## config.mk

```make
export PLATFORM = sky130hd
export DESIGN_NAME = cv2_cfg
export DESIGN_NICKNAME = d
export VERILOG_FILES = /design/src/rtl/core/cv2_pkg.sv /design/src/rtl/core/cv2_cfg.sv
export SDC_FILE = /design/constraint.sdc
export NUM_CORES = 1
export LEC_CHECK = 0
export ABC_AREA = 0
export BUFFER_PORTS_ARGS = -buffer_cell sky130_fd_sc_hd__buf_2
export CORE_UTILIZATION = 47
export DETAILED_ROUTE_END_ITERATION = 6
export GPL_TIMING_DRIVEN = 0
export PLACE_DENSITY_LB_ADDON = 0.12
export SLEW_MARGIN = 40
export SYNTH_ARGS = -nofsm -noshare
export SYNTH_HDL_FRONTEND = slang
export SYNTH_SLANG_ARGS = --single-unit
export TNS_END_PERCENT = 20
```

## constraint.sdc

```tcl
create_clock -name clk_i -period 1.7 [get_ports clk_i]
set_input_delay 0 -clock clk_i [delete_from_list [all_inputs] [get_ports clk_i]]
set_output_delay 0 -clock clk_i [all_outputs]
set_load 0.05 [all_outputs]
```

## src/rtl/core/cv2_pkg.sv

```systemverilog
// Shared types and constants for the strided multichannel convolution block.
`timescale 1ns / 1ps
package cv2_pkg;

  typedef enum logic [1:0] {
    MODE_PIXEL  = 2'd0,
    MODE_WEIGHT = 2'd1,
    MODE_BIAS   = 2'd2
  } mode_e;

  typedef enum logic [2:0] {
    REG_IN_CH  = 3'd0,
    REG_OUT_CH = 3'd1,
    REG_KERNEL = 3'd2,
    REG_STRIDE = 3'd3,
    REG_WIDTH  = 3'd4,
    REG_HEIGHT = 3'd5
  } reg_e;

  typedef enum logic [1:0] {
    ST_IDLE,
    ST_CALC,
    ST_DRAIN,
    ST_FIN
  } state_e;

  // Configuration after clamping to the supported ranges
  typedef struct packed {
    logic [2:0] nic;
    logic [2:0] noc;
    logic [2:0] k;
    logic [2:0] st;
    logic [8:0] w;
    logic [8:0] h;
  } cv2_cfg_t;

  localparam int SampleLanes = 4;
  localparam int SampleW     = 16;
  localparam int FracShift   = 12;

endpackage

```

## src/rtl/core/cv2_cfg.sv

```systemverilog
// APB configuration registers with range clamping and image restart pulse.
`timescale 1ns / 1ps
module cv2_cfg #(
  parameter int MAX_WIDTH  = 256,
  parameter int MAX_KERNEL = 5,
  parameter int MAX_IN_CH  = 4,
  parameter int MAX_OUT_CH = 4
) (
  input  logic              clk_i,
  input  logic              rst_ni,
  input  logic              psel,
  input  logic              penable,
  input  logic              pwrite,
  input  logic [4:0]        paddr,
  input  logic [31:0]       pwdata,
  output logic [31:0]       prdata,
  output logic              pready,
  output cv2_pkg::cv2_cfg_t cfg_o,
  output logic              restart_o
);
  import cv2_pkg::*;

  localparam int NicMax = (MAX_IN_CH < SampleLanes) ? MAX_IN_CH : SampleLanes;
  localparam int NocMax = (MAX_OUT_CH < 4) ? MAX_OUT_CH : 4;

  logic [2:0] in_ch_q, out_ch_q, kernel_q, stride_q;
  logic [8:0] width_q, height_q;
  logic       wr;
  reg_e       idx;

  assign pready = 1'b1;
  assign wr     = psel & penable & pwrite;
  assign idx    = reg_e'(paddr[4:2]);

  always_ff @(posedge clk_i or negedge rst_ni) begin
    if (!rst_ni) begin
      in_ch_q  <= 3'd1;
      out_ch_q <= 3'd1;
      kernel_q <= 3'd3;
      stride_q <= 3'd1;
      width_q  <= 9'd256;
      height_q <= 9'd256;
    end else if (wr) begin
      case (idx)
        REG_IN_CH:  in_ch_q  <= pwdata[2:0];
        REG_OUT_CH: out_ch_q <= pwdata[2:0];
        REG_KERNEL: kernel_q <= pwdata[2:0];
        REG_STRIDE: stride_q <= pwdata[2:0];
        REG_WIDTH:  width_q  <= pwdata[8:0];
        REG_HEIGHT: height_q <= pwdata[8:0];
        default: ;
      endcase
    end
  end

  always_comb begin
    restart_o = 1'b0;
    prdata    = '0;
    case (idx)
      REG_IN_CH:  begin prdata = {29'd0, in_ch_q};  restart_o = wr; end
      REG_OUT_CH: begin prdata = {29'd0, out_ch_q}; restart_o = wr; end
      REG_KERNEL: begin prdata = {29'd0, kernel_q}; restart_o = wr; end
      REG_STRIDE: begin prdata = {29'd0, stride_q}; restart_o = wr; end
      REG_WIDTH:  begin prdata = {23'd0, width_q};  restart_o = wr; end
      REG_HEIGHT: begin prdata = {23'd0, height_q}; restart_o = wr; end
      default: ;
    endcase
  end

  always_comb begin
    cfg_o.nic = (in_ch_q == 3'd0) ? 3'd1 :
                (int'(in_ch_q) > NicMax) ? 3'(NicMax) : in_ch_q;
    cfg_o.noc = (out_ch_q == 3'd0) ? 3'd1 :
                (int'(out_ch_q) > NocMax) ? 3'(NocMax) : out_ch_q;
    cfg_o.k   = (kernel_q == 3'd0) ? 3'd1 :
                (int'(kernel_q) > MAX_KERNEL) ? 3'(MAX_KERNEL) : kernel_q;
    cfg_o.st  = (stride_q == 3'd0) ? 3'd1 : stride_q;
    cfg_o.w   = (width_q == 9'd0) ? 9'd1 :
                (int'(width_q) > MAX_WIDTH) ? 9'(MAX_WIDTH) : width_q;
    cfg_o.h   = (height_q == 9'd0) ? 9'd1 :
                (height_q > 9'd256) ? 9'd256 : height_q;
  end
endmodule

```

======== Yosys cells after proc, flatten, opt, wreduce, memory -nomap -nowiden ========
Cells that the tools add are included.
word-level totals
  register bits ........................... 30
  RAM bits ................................ 0
  memory bits (read-only) ................. 0
  memories kept ........................... 0
  output and inout bits ................... 64
  latch bits .............................. 0
cells by class
  muxes and demuxes ....................... 13
  reduce and logical (&&, ||, !) cells .... 14
  equality and inequality tests ........... 5
  bitwise operators ....................... 2
  order comparisons ....................... 5
  shift-type cells ........................ 0
  add/subtract/negate cells ............... 0
  multipliers ............................. 0
  divide/modulo/power cells ............... 0
operator list
  kind                  number
  $pmux W9 S6           1
  $mux W9               4
  $mux W3               7
  $gt A9 B9 Y1 const B  2
  $logic_not A9 Y1      2
  $logic_not A3 Y1      5
  $reduce_and A2 Y1     6
  $gt A3 B3 Y1 const B  3
  $eq A3 B2 Y1 const B  2
  $eq A3 B3 Y1 const B  2
  $reduce_or A6 Y1      1
  $eq A3 B1 Y1 const B  1
  $and A1 B1 Y1         2
  $mux W1               1

======== Logic depth before layout (Yosys ltp) ========
  word-level depth ........................ 3
  gate-level depth with buffers ........... 5
  gate-level depth less buffers ........... 3

======== Worst setup path after synthesis ========
No wires, ideal clock.
  path type ............................... register -> output
  start ................................... reg kernel_q[1]
  end ..................................... out cfg_o[21] (netlist bit)
  stages on the path, launching flop included .. 3
  path slack .............................. -142 ps
  path buffers ............................ 0
  arrival ................................. 1842 ps
  required time ........................... 1700 ps
  cell sequence ........................... dfstp_2 -> nor2b_1 -> o21bai_1
RTL lines
  what                    RTL line       text
  start, declared         cv2_cfg.sv:26  logic [2:0] in_ch_q, out_ch_q, kernel_q, stride_q;
  start signal, assigned  cv2_cfg.sv:47  REG_KERNEL: kernel_q <= pwdata[2:0];
  end, declared           cv2_cfg.sv:18  output cv2_pkg::cv2_cfg_t cfg_o,

======== Worst setup path after layout ========
  start ................................... reg out_ch_q[0]
  end ..................................... out prdata[0]
on the way
  longest elaborated chain between the ends .. 1
RTL lines
  what                    RTL line       text
  start, declared         cv2_cfg.sv:26
  start signal, assigned  cv2_cfg.sv:46  REG_OUT_CH: out_ch_q <= pwdata[2:0];
  $pmux W9 S6             cv2_cfg.sv:59  case (idx)
  end, declared           cv2_cfg.sv:16  output logic [31:0] prdata,
Every way passes these cells.

==> results.toml <==
[clocking]
h-tree-depth = 2
cts_buffers = 5
cts_buffer_depth = 2
root_buffer = "clkbuf_8"
cts_tree = "yes"
clock_latency_ps = 270
clk_pin_slew_worst_paths_ps = 60
cts_resized = 0
tritoncts_num_sinks = 30

[power]
power.total_mw = 3.030
internal_power_mw = 1.630
vdd_drop_max_v = 0.0008081
switching_share_pct = 46.21
p_per_area_mw_per_mm2 = 1250
power_frac_seq_pct = 34.3
combPwrFrac_pct = 46.9
power_switching_mw = 1.400
p_clk_share_pct = 18.8
leakagePower_nw = 1.274

[placed_design]
dp_cells = 298
dpl_worst_slack_ps = 345.0
placed_area_mm2 = 0.002271
globalplace.congestion = 0.8392
dp_hpwl_um = 2774
port_buffers = 56

[cells_and_area]
mostFrequentLayoutCells = "buf_2, mux2_2, buf_4"
areaGrowthSynthToFinish_pct = 31.39
n_antenna_cell = 0
post-route-util_pct = 65.25
fin_cells = 311
final_area_mm2 = 0.002425
final_common_cell = "buf_2"
nNetsFinal = 304
drive_gt1_share_pct = 50.19

[timing]
worstMarginPinSlew_ps = 675.2
relSlewSlack_pct = 54.99
fin_tns_setup_ps = 0
max_freq_mhz = 655.9
period_share_pct = 89.69
fin_worst_skew_ps = 0
finalMaxSlewViolations = 0
grt_setup_unrepaired = "no"
hold_viol = 0
hold-worst-slack_ps = 57.81
fin_crit_ps = 1525
setup_viol = 0
fin_ws_ps = 175.3

[routing]
vias = 1452
routed_wl_um = 3784
ant_nets = 0
dr.pass1.iters = 4
drc_errors = 0
routedWlPerCell_um = 12.17
drt-vias-per-instance = 4.669
drt_iter0_drc = 40

[synthesis]
ys_types = 27
ys_seq_area_share_pct = 41.15
ys_ff_latch = 30
synth_area_per_cell_um2 = 10.73
synthCells = 172
synth-warning-count = 0
synth_area_mm2 = 0.001846

[setup_path]
startpoint = "out_ch_q[0]"
critPathCapture = "prdata[0]"
r2r_cells = 1
startpoint_type = "register"
r2r_setup_slack_ps = 810
required_ps = 1700
r2r-start = "width_q[8]"
r2r-end = "width_q[8]"
crit_arrival_ps = 1520
critPathKind = "reg2out"
end_kind = "output port"
cp_max_fo = 3

[global_routing]
grt_pass1_wl_um = 6354
grt_max_degree = 31
grt_pass1_vias = 1305
antenna_found_initial = 0
track_usage_pct = 20.18
grt_remaining_overflow = 0

[floorplanning]
io_pins = 106
fp.coreArea_mm2 = 0.003716
fp-row-count = 22
dieHeight_um = 64.66
initial_utilization_pct = 49.66
die_w_um = 64.66
die_area_mm2 = 0.004181

[run]
max-cap-violations = 0

[worst_hold_path]
hp-class = "in2reg"

[run_status]
outcome = "complete, no violations"
[cells in the mapped netlist]
cell type / instances / area [um2]
mux2_2: 27 / 304.0
buf_4: 25 / 187.7
dfrtp_1: 23 / 575.6
nor2b_1: 18 / 112.6
mux2i_1: 13 / 130.1
clkbuf_1: 9 / 33.78
nor2_1: 9 / 33.78
dfstp_2: 7 / 183.9
a21oi_1: 5 / 25.02
buf_2: 3 / 15.01
mux2_4: 3 / 45.04
nand3_1: 3 / 15.01
nor3_1: 3 / 15.01
o221ai_1: 3 / 26.28
conb_1: 2 / 7.510
inv_1: 2 / 7.510
nand2_1: 2 / 7.510
nand2b_1: 2 / 12.51
nor4_1: 2 / 12.51
o21a_1: 2 / 15.01
o21bai_1: 2 / 15.01
or3_1: 2 / 12.51
nand4_1: 1 / 6.260
nor2_4: 1 / 11.26
nor3_4: 1 / 16.27
nor3b_1: 1 / 7.510
or4_4: 1 / 11.26
[cell type report]
type	instances	area, um2
plain buffers	35	229.0
well taps	48	60.06
clock inverters	1	5.005
inverters	2	7.507
flip-flops and latches	30	759.5
repair buffers	63	350.3
multi-input cells	125	927.1
clock buffers	7	86.33
fillers	355	1291
[worst max-delay path, cell delays in order (launching register included)]
cell and delay [ps]:
dfstp_2 540, mux2i_1 80, o21a_1 170, o221ai_1 170
buf_2 300
[state kept, by name (all words and copies together) (netlist names)]
register and cells:
out_ch_q 3, stride_q 3, width_q 9, height_q 9, in_ch_q 3, kernel_q 3
[logic make-up after synthesis]
family,count (synthesis),synth area share [%]
other,2,0.4069
muxes,43,25.97
and+or+nand+nor,46,14.85
AOI/OAI and AO/OA,12,4.406
buffers and inverters,39,13.22
DFF,30,41.15
[worst min-delay path by stage]
stage,from,endpoint,slack (ps),cells past startpoint
finish,pwdata[0],in_ch_q[0],60,2
global route,pwdata[0],stride_q[0],60,2
CTS,pwdata[0],in_ch_q[0],60,2
detailed placement,rst_ni,stride_q[2],70,1
global placement,rst_ni,stride_q[2],70,1
floorplan,rst_ni,height_q[0],-300,0
[what timing repair did]
action | 4_1_cts | 5_1_grt
endpoints found under the setup margin | 0 | 1
hold buffers | 7 | 0
endpoints found under the hold margin | 35 | 0
setup buffers | 0 | 0
[power by group through the flow]
| stage | Clock (mW) | Combinational [mW] | Sequential, mW |
|---|---|---|---|
| detailed placement | 0 | 1.44 | 1.02 |
| CTS | 0.591 | 1.46 | 1.01 |
| finish | 0.570 | 1.42 | 1.04 |
| global route | 0.619 | 1.50 | 1.07 |
| global placement | 0 | 1.44 | 1.02 |
| floorplan | 0 | 1.19 | 0.980 |
[layer usage]
layer / GRT usage, % / up-vias / part of all wire (%)
met5: 0 / - / 0
met4: 6.667 / 0 / 1.2
met3: 3.873 / 5 / 5.2
met2: 32.63 / 52 / 48
met1: 27.09 / 675 / 46
li1: - / 720 / -
(Power assumes the default switching activity.)
