<file path="config.mk">
export PLATFORM = sky130hd
export DESIGN_NAME = cv2_mac
export DESIGN_NICKNAME = d
export VERILOG_FILES = /design/src/rtl/core/cv2_pkg.sv /design/src/rtl/core/cv2_mac.sv
export SDC_FILE = /design/constraint.sdc
export NUM_CORES = 1
export LEC_CHECK = 0
export BUFFER_PORTS_ARGS = -buffer_cell sky130_fd_sc_hd__buf_2
export CAP_MARGIN = 20
export CELL_PAD_IN_SITES_DETAIL_PLACEMENT = 1
export CELL_PAD_IN_SITES_GLOBAL_PLACEMENT = 2
export CORE_MARGIN = 5
export CORE_UTILIZATION = 43
export DETAILED_ROUTE_END_ITERATION = 10
export GPL_ROUTABILITY_DRIVEN = 0
export GPL_TIMING_DRIVEN = 1
export HOLD_SLACK_MARGIN = 0.02
export PLACE_DENSITY_LB_ADDON = 0.1
export SETUP_SLACK_MARGIN = 0.5
export SLEW_MARGIN = 10
export SYNTH_ARGS = -nofsm -noshare
export SYNTH_HDL_FRONTEND = slang
export SYNTH_SLANG_ARGS = --single-unit
</file>
<file path="constraint.sdc">
create_clock -name clk_i -period 7.5 [get_ports clk_i]
set_clock_uncertainty 0.05 [all_clocks]
set_input_delay 0.75 -clock clk_i [delete_from_list [all_inputs] [get_ports clk_i]]
set_output_delay 0.75 -clock clk_i [all_outputs]
set_load 0.02 [all_outputs]
</file>
<file path="src/rtl/core/cv2_pkg.sv">
// Shared types and constants for the strided multichannel convolution block.
`timescale 1ns / 1ps
package cv2_pkg;

  typedef enum logic [1:0] {
    MODE_PIXEL  = 2'd0,
    MODE_WEIGHT = 2'd1,
    MODE_BIAS   = 2'd2
  } mode_e;

  typedef enum logic [2:0] {
    REG_IN_CH  = 3'd0,
    REG_OUT_CH = 3'd1,
    REG_KERNEL = 3'd2,
    REG_STRIDE = 3'd3,
    REG_WIDTH  = 3'd4,
    REG_HEIGHT = 3'd5
  } reg_e;

  typedef enum logic [1:0] {
    ST_IDLE,
    ST_CALC,
    ST_DRAIN,
    ST_FIN
  } state_e;

  // Configuration after clamping to the supported ranges
  typedef struct packed {
    logic [2:0] nic;
    logic [2:0] noc;
    logic [2:0] k;
    logic [2:0] st;
    logic [8:0] w;
    logic [8:0] h;
  } cv2_cfg_t;

  localparam int SampleLanes = 4;
  localparam int SampleW     = 16;
  localparam int FracShift   = 12;

endpackage

</file>
<file path="src/rtl/core/cv2_mac.sv">
// Multiply-accumulate unit: one sample times weight per cycle, round and saturate.
`timescale 1ns / 1ps
module cv2_mac #(
  parameter int AccW = 48
) (
  input  logic               clk_i,
  input  logic               rst_ni,
  input  logic               start_i,
  input  logic signed [15:0] bias_i,
  input  logic               vld_i,
  input  logic [63:0]        line_i,
  input  logic [1:0]         lane_i,
  input  logic signed [15:0] weight_i,
  output logic               busy_o,
  output logic signed [15:0] value_o
);
  import cv2_pkg::*;

  logic signed [15:0]   sample;
  logic signed [31:0]   prod_q;
  logic                 pv_q;
  logic signed [AccW-1:0] acc_q, rnd, quo;

  assign sample = line_i[SampleW*lane_i +: SampleW];
  assign busy_o = pv_q;

  always_ff @(posedge clk_i or negedge rst_ni) begin
    if (!rst_ni) begin
      pv_q <= 1'b0;
    end else begin
      pv_q <= vld_i;
    end
  end

  always_ff @(posedge clk_i) begin
    if (vld_i) begin
      prod_q <= sample * weight_i;
    end
    if (start_i) begin
      acc_q <= AccW'(bias_i) <<< FracShift;
    end else if (pv_q) begin
      acc_q <= acc_q + AccW'(prod_q);
    end
  end

  // round half up, then clip to 16 bits
  always_comb begin
    rnd = acc_q + AccW'(2048);
    quo = rnd >>> FracShift;
    if (quo > AccW'(32767)) begin
      value_o = 16'sh7fff;
    end else if (quo < -AccW'(32768)) begin
      value_o = 16'sh8000;
    end else begin
      value_o = quo[15:0];
    end
  end
endmodule

</file>
=== Word-level counts from Yosys, hierarchy flattened ===
Cells that the tools add are included.
Widths: inputs -> output; s select.

* Bits of input ports: 102
* Output and inout port bits: 17
* Flip-flop bits (word level): 81

* Shift operators: 1
* Magnitude comparators: 2
* Add/subtract/negate cells: 2
* Muxes and demuxes: 4
* Reductions and logical operators: 1
* Multiply operators: 1

{| class="wikitable"
|+ Operators by type and width
! operator !! number
|-
| $mux 48 || 2
|-
| $shiftx 64x7->16 || 1
|-
| $add 48x13->48 const B || 1
|-
| $add 48x32->48 || 1
|-
| $gt 36x16->1 const B || 1
|-
| $lt 36x16->1 const B || 1
|-
| $mul 16x16->32 || 1
|-
| $mux 16 || 2
|-
| $reduce_bool 2->1 || 1
|}

=== Longest topological paths before layout ===
* Word-level depth: 4
* Gate-level depth with buffers: 27
* Depth with buffers taken out: 25

=== Least setup slack after synthesis ===
Ideal clock, no wire load.

* Kind: input-to-reg
* From: input lane_i[0]
* To: register prod_q[28] (data pin)
* Slack: -0.650 ns
* Cell stages on the path: 25
* Buffers on the path: 3
* Arrival time: 7.835 ns
* Cells stage by stage: clkbuf_1 -> buf_1 -> mux4_2 -> clkbuf_1 -> and2_1 -> fa_1 -> inv_1 -> fa_1 -> fa_1 -> fa_1 -> inv_1 -> fa_1 -> inv_1 -> fa_1 -> inv_1 -> ha_1 -> o21a_1 -> a21o_1 -> a22oi_1 -> nand4_1 -> a31oi_1 -> o21ai_0 -> a221oi_1 -> o21bai_1 -> xor2_1

* Word-level cells in the longest chain between the ends: 2

{| class="wikitable"
|+ RTL lines
! element !! RTL line !! text
|-
| start, declared || cv2_mac.sv:12 || <nowiki>input logic [1:0] lane_i,</nowiki>
|-
| $shiftx 64x7->16 || cv2_mac.sv:24 || <nowiki>assign sample = line_i[SampleW*lane_i +: SampleW];</nowiki>
|-
| $mul 16x16->32 || cv2_mac.sv:37 || <nowiki>prod_q <= sample * weight_i;</nowiki>
|-
| end signal, assigned || cv2_mac.sv:37 ||
|-
| end, declared || cv2_mac.sv:20 || <nowiki>logic signed [31:0] prod_q;</nowiki>
|}

Every way passes these cells.
A chain may end at the register's enable or synchronous reset.

=== Worst setup path in the final report ===
* From: input lane_i[0]
* To: register prod_q[27] (data pin)

Same word-level chain as after synthesis.

==> flow_metrics.env <==
export IMPL_avgSynthCellArea_um2=9.06
export IMPL_synth_seq_cells=81
export IMPL_cts_tree="done"
export IMPL_seq_area_frac_synth_pct=13.7
export IMPL_diodes=0
export IMPL_clkTransAtPathRegs_ns=0.06
export IMPL_reg2reg_from="prod_q[6]"
export IMPL_synthSimpleGateAreaFrac_pct=16.6
export IMPL_synth_area_mux_share_pct=2.74
export IMPL_worst_pin_slew_ns=0.996
export IMPL_coreArea_um2=38600
export IMPL_place_area_um2=18200
export IMPL_grt_setup_unrepaired="true"
export IMPL_required_ns=7.55
export IMPL_finalSetupTns_ns=0
export IMPL_dieArea_um2=43100
export IMPL_netlist_area_um2=16800
export IMPL_vias=13400
export IMPL_slew_violations=0
export IMPL_first_pass_iters=6
export IMPL_synth_xor_area_share_pct=4.49
export IMPL_slowest_stage="mux4_2"
export IMPL_crit_type="in2reg"
export IMPL_synth_ff_type="edfxtp_1"
export IMPL_grtUsageTotal_pct=21.8
export IMPL_die_w_um=208
export IMPL_std_cell_rows=72
export IMPL_ys_types=73
export IMPL_setup_viol=0
export IMPL_syn_instance_count=1854
export IMPL_drc=0
export IMPL_grt_max_degree=38
export IMPL_wl_per_cell_um=18.7
export IMPL_busiest_layer="met2"
export IMPL_grt_pass1_wl_um=77300
export IMPL_syn_num_nets=2349
export IMPL_rr_worst_depth=10
export IMPL_async_flop_share_pct=1.23
export IMPL_outcome="finished clean"
export IMPL_maxCapViolCount=0
export IMPL_routed_wirelength_um=46900
export IMPL_nNetsFinal=2477
export IMPL_ios=119
export IMPL_gr_total_overflow=0
export IMPL_critPathBufInv=7
export IMPL_synth_largest_area_cell="fa_1"
export IMPL_ys_top_cells_by_area="fa_1 (31%), edfxtp_1 (12%), ha_1 (9.7%)"
export IMPL_drive_gt1_share_pct=15.1
export IMPL_use_met3_pct=2.64
export IMPL_finalHoldViolCount=0
export IMPL_grt_met2_usage_pct=36.1
export IMPL_cts_root_buf="clkbuf_16"
export IMPL_cp_end_kind="flop"
export IMPL_die_h_um=208
export IMPL_antenna_found_initial=0
export IMPL_fin_crit_ns=7.01
export IMPL_fmax_ghz=0.143
export IMPL_synth_top_family_by_area="adder cells"
export IMPL_slew_headroom_pct=33.6
export IMPL_synth_warnings=0
export IMPL_fillerInstances=4531
export IMPL_critPathTopFamily="adder cells"
export IMPL_cp_max_fo=7
export IMPL_hpwl_um=39100
export IMPL_synth_top_area_share_pct=31.4
export IMPL_clock_sinks=81
export IMPL_h_tree_depth=3
export IMPL_synth_compound_area_share_pct=12.0
export IMPL_grt_util_met1_pct=31.3
export IMPL_final_period_utilization_pct=93.5
export IMPL_viasPerCell=5.33
export IMPL_drt_iter0_markers=553
export IMPL_final_area_um2=19000
export IMPL_ant_nets=0
export IMPL_initial_core_util_pct=43.4
export IMPL_cts_buffers=9
export IMPL_syn_to_final_growth_pct=12.9
export IMPL_critical_path_max_stage_delay_ns=0.65
export IMPL_ctsLongestPathBuffers=2
export IMPL_r2r_slack_ns=3.66
export IMPL_synth_fa_ha_area_share_pct=41.0
export IMPL_port_buffer_count=118
export IMPL_arrival_ns=7.06
export IMPL_min_path_type="in2async"
export IMPL_ctsHoldBuffers=0
export IMPL_synth_edf_count=68
export IMPL_start_kind="primary input"
export IMPL_r2r_end="acc_q[47]"
export IMPL_clk_latency_ns=0.36
export IMPL_grt_pass1_vias=14700
## cells in the mapped netlist (3+ instances only)
cell type,n
o21a_1,6
or4_1,8
nor2b_1,9
edfxtp_1,68
xnor2_1,51
inv_1,348
o31a_1,4
a22oi_1,3
mux2i_1,10
and3_1,12
mux4_2,16
a31oi_1,8
o311a_1,3
nor4_1,4
o21bai_1,15
o2111ai_1,6
and2_1,133
a211o_1,5
a21boi_0,7
ha_1,130
a2111oi_0,3
a211oi_1,12
nand4_1,28
nor3_1,11
nand3_1,42
o211ai_1,9
a21oi_1,76
nand2_1,182
or3_1,8
dfxtp_1,12
o21ai_1,11
a41oi_1,4
o31ai_1,5
xor2_1,35
a21o_1,42
clkbuf_1,64
or2_2,4
o2111a_1,3
a31o_2,3
o21ai_0,66
fa_1,263
and4_1,3
nor2_1,69
nand2b_1,15
## cell type report
cell class,count,area [um^2],share of cell area (%)
Multi-Input combinational cell,1357,13200,69.7
Sequential cell,81,2310,12.2
Inverter,348,1310,6.89
Timing Repair Buffer,185,1200,6.34
Tap cell,518,648,3.42
Clock buffer,9,225,1.19
Clock inverter,7,52.6,0.277
## worst max path at each step
stage | startpoint | endpoint | slack, ns | cells after the start
CTS | lane_i[0] | prod_q[29] | 0.50 | 24
global route | lane_i[0] | prod_q[29] | 0.27 | 24
global placement | lane_i[0] | prod_q[31] | 0.1 | 24
detailed placement | lane_i[0] | prod_q[29] | -0.05 | 24
finish | lane_i[0] | prod_q[27] | 0.49 | 25
floorplan | lane_i[0] | prod_q[28] | 0.48 | 24
## per-layer routing
layer / vias up / part of all wire, %
met1: 6730 / 48
met2: 271 / 46
met4: 0 / 1.7
met3: 45 / 4.0
li1: 6309 / -
met5: - / 0
## state kept, by name (all words and copies together), names as in the netlist
| register | flops |
|---|---|
| acc_q | 48 |
| busy_o | 1 |
| prod_q | 32 |
## cells in the final DEF (no fill, tap or decap), drive strengths merged, types with 9 or more instances in the layout
cell | Yosys | routed
xor2 | 35 | 35
a21o | 42 | 42
dfxtp | 12 | 12
o21bai | 15 | 15
fa | 263 | 263
nand2 | 183 | 183
nor3 | 12 | 12
buf | 4 | 183
and3 | 14 | 14
o21ai | 77 | 77
nand2b | 15 | 15
nand4 | 30 | 30
clkbuf | 65 | 11
ha | 130 | 130
nor2b | 9 | 9
a21oi | 76 | 76
and2 | 134 | 134
o211ai | 9 | 9
mux2i | 10 | 10
nor2 | 69 | 69
nand3 | 42 | 42
inv | 348 | 351
a211oi | 12 | 12
mux4 | 16 | 17
xnor2 | 51 | 51
edfxtp | 68 | 68
## through the flow
| step | std cells | utilization (%) | hold slack, ns | worst slack [ns] |
|---|---|---|---|---|
| floorplan | 1854 | - | 0.395 | 0.480 |
| global placement | 2460 | 47.0 | 0.408 | 0.0969 |
| detailed placement | 2460 | 47.0 | 0.416 | -0.0488 |
| CTS | 2490 | 48.4 | 0.0873 | 0.503 |
| global route | 2505 | 49.0 | 0.0928 | 0.267 |
| finish | 2505 | 49.0 | 0.108 | 0.490 |
## logic make-up (layout without fill, tap and decap cells)
kind of cell	after synthesis	count (layout)
buffers and inverters	417	549
multiplexers	26	27
adder cells (fa/ha/maj)	393	393
XOR/XNOR	86	86
flip-flops	81	81
AND/OR/NAND/NOR	544	544
AO/OA/AOI/OAI	307	307
## repair_timing
action | CTS | global route
endpoints found under the setup margin | 6 | 9
buffers inserted | 11 | 14
pin swaps | 21 | 57
gates resized for setup | 30 | 43
cloned | 3 | 0
Power is left out: the tool's default activity adds up to more than one toggle a clock period on the data nets, which glitch-free logic cannot reach.
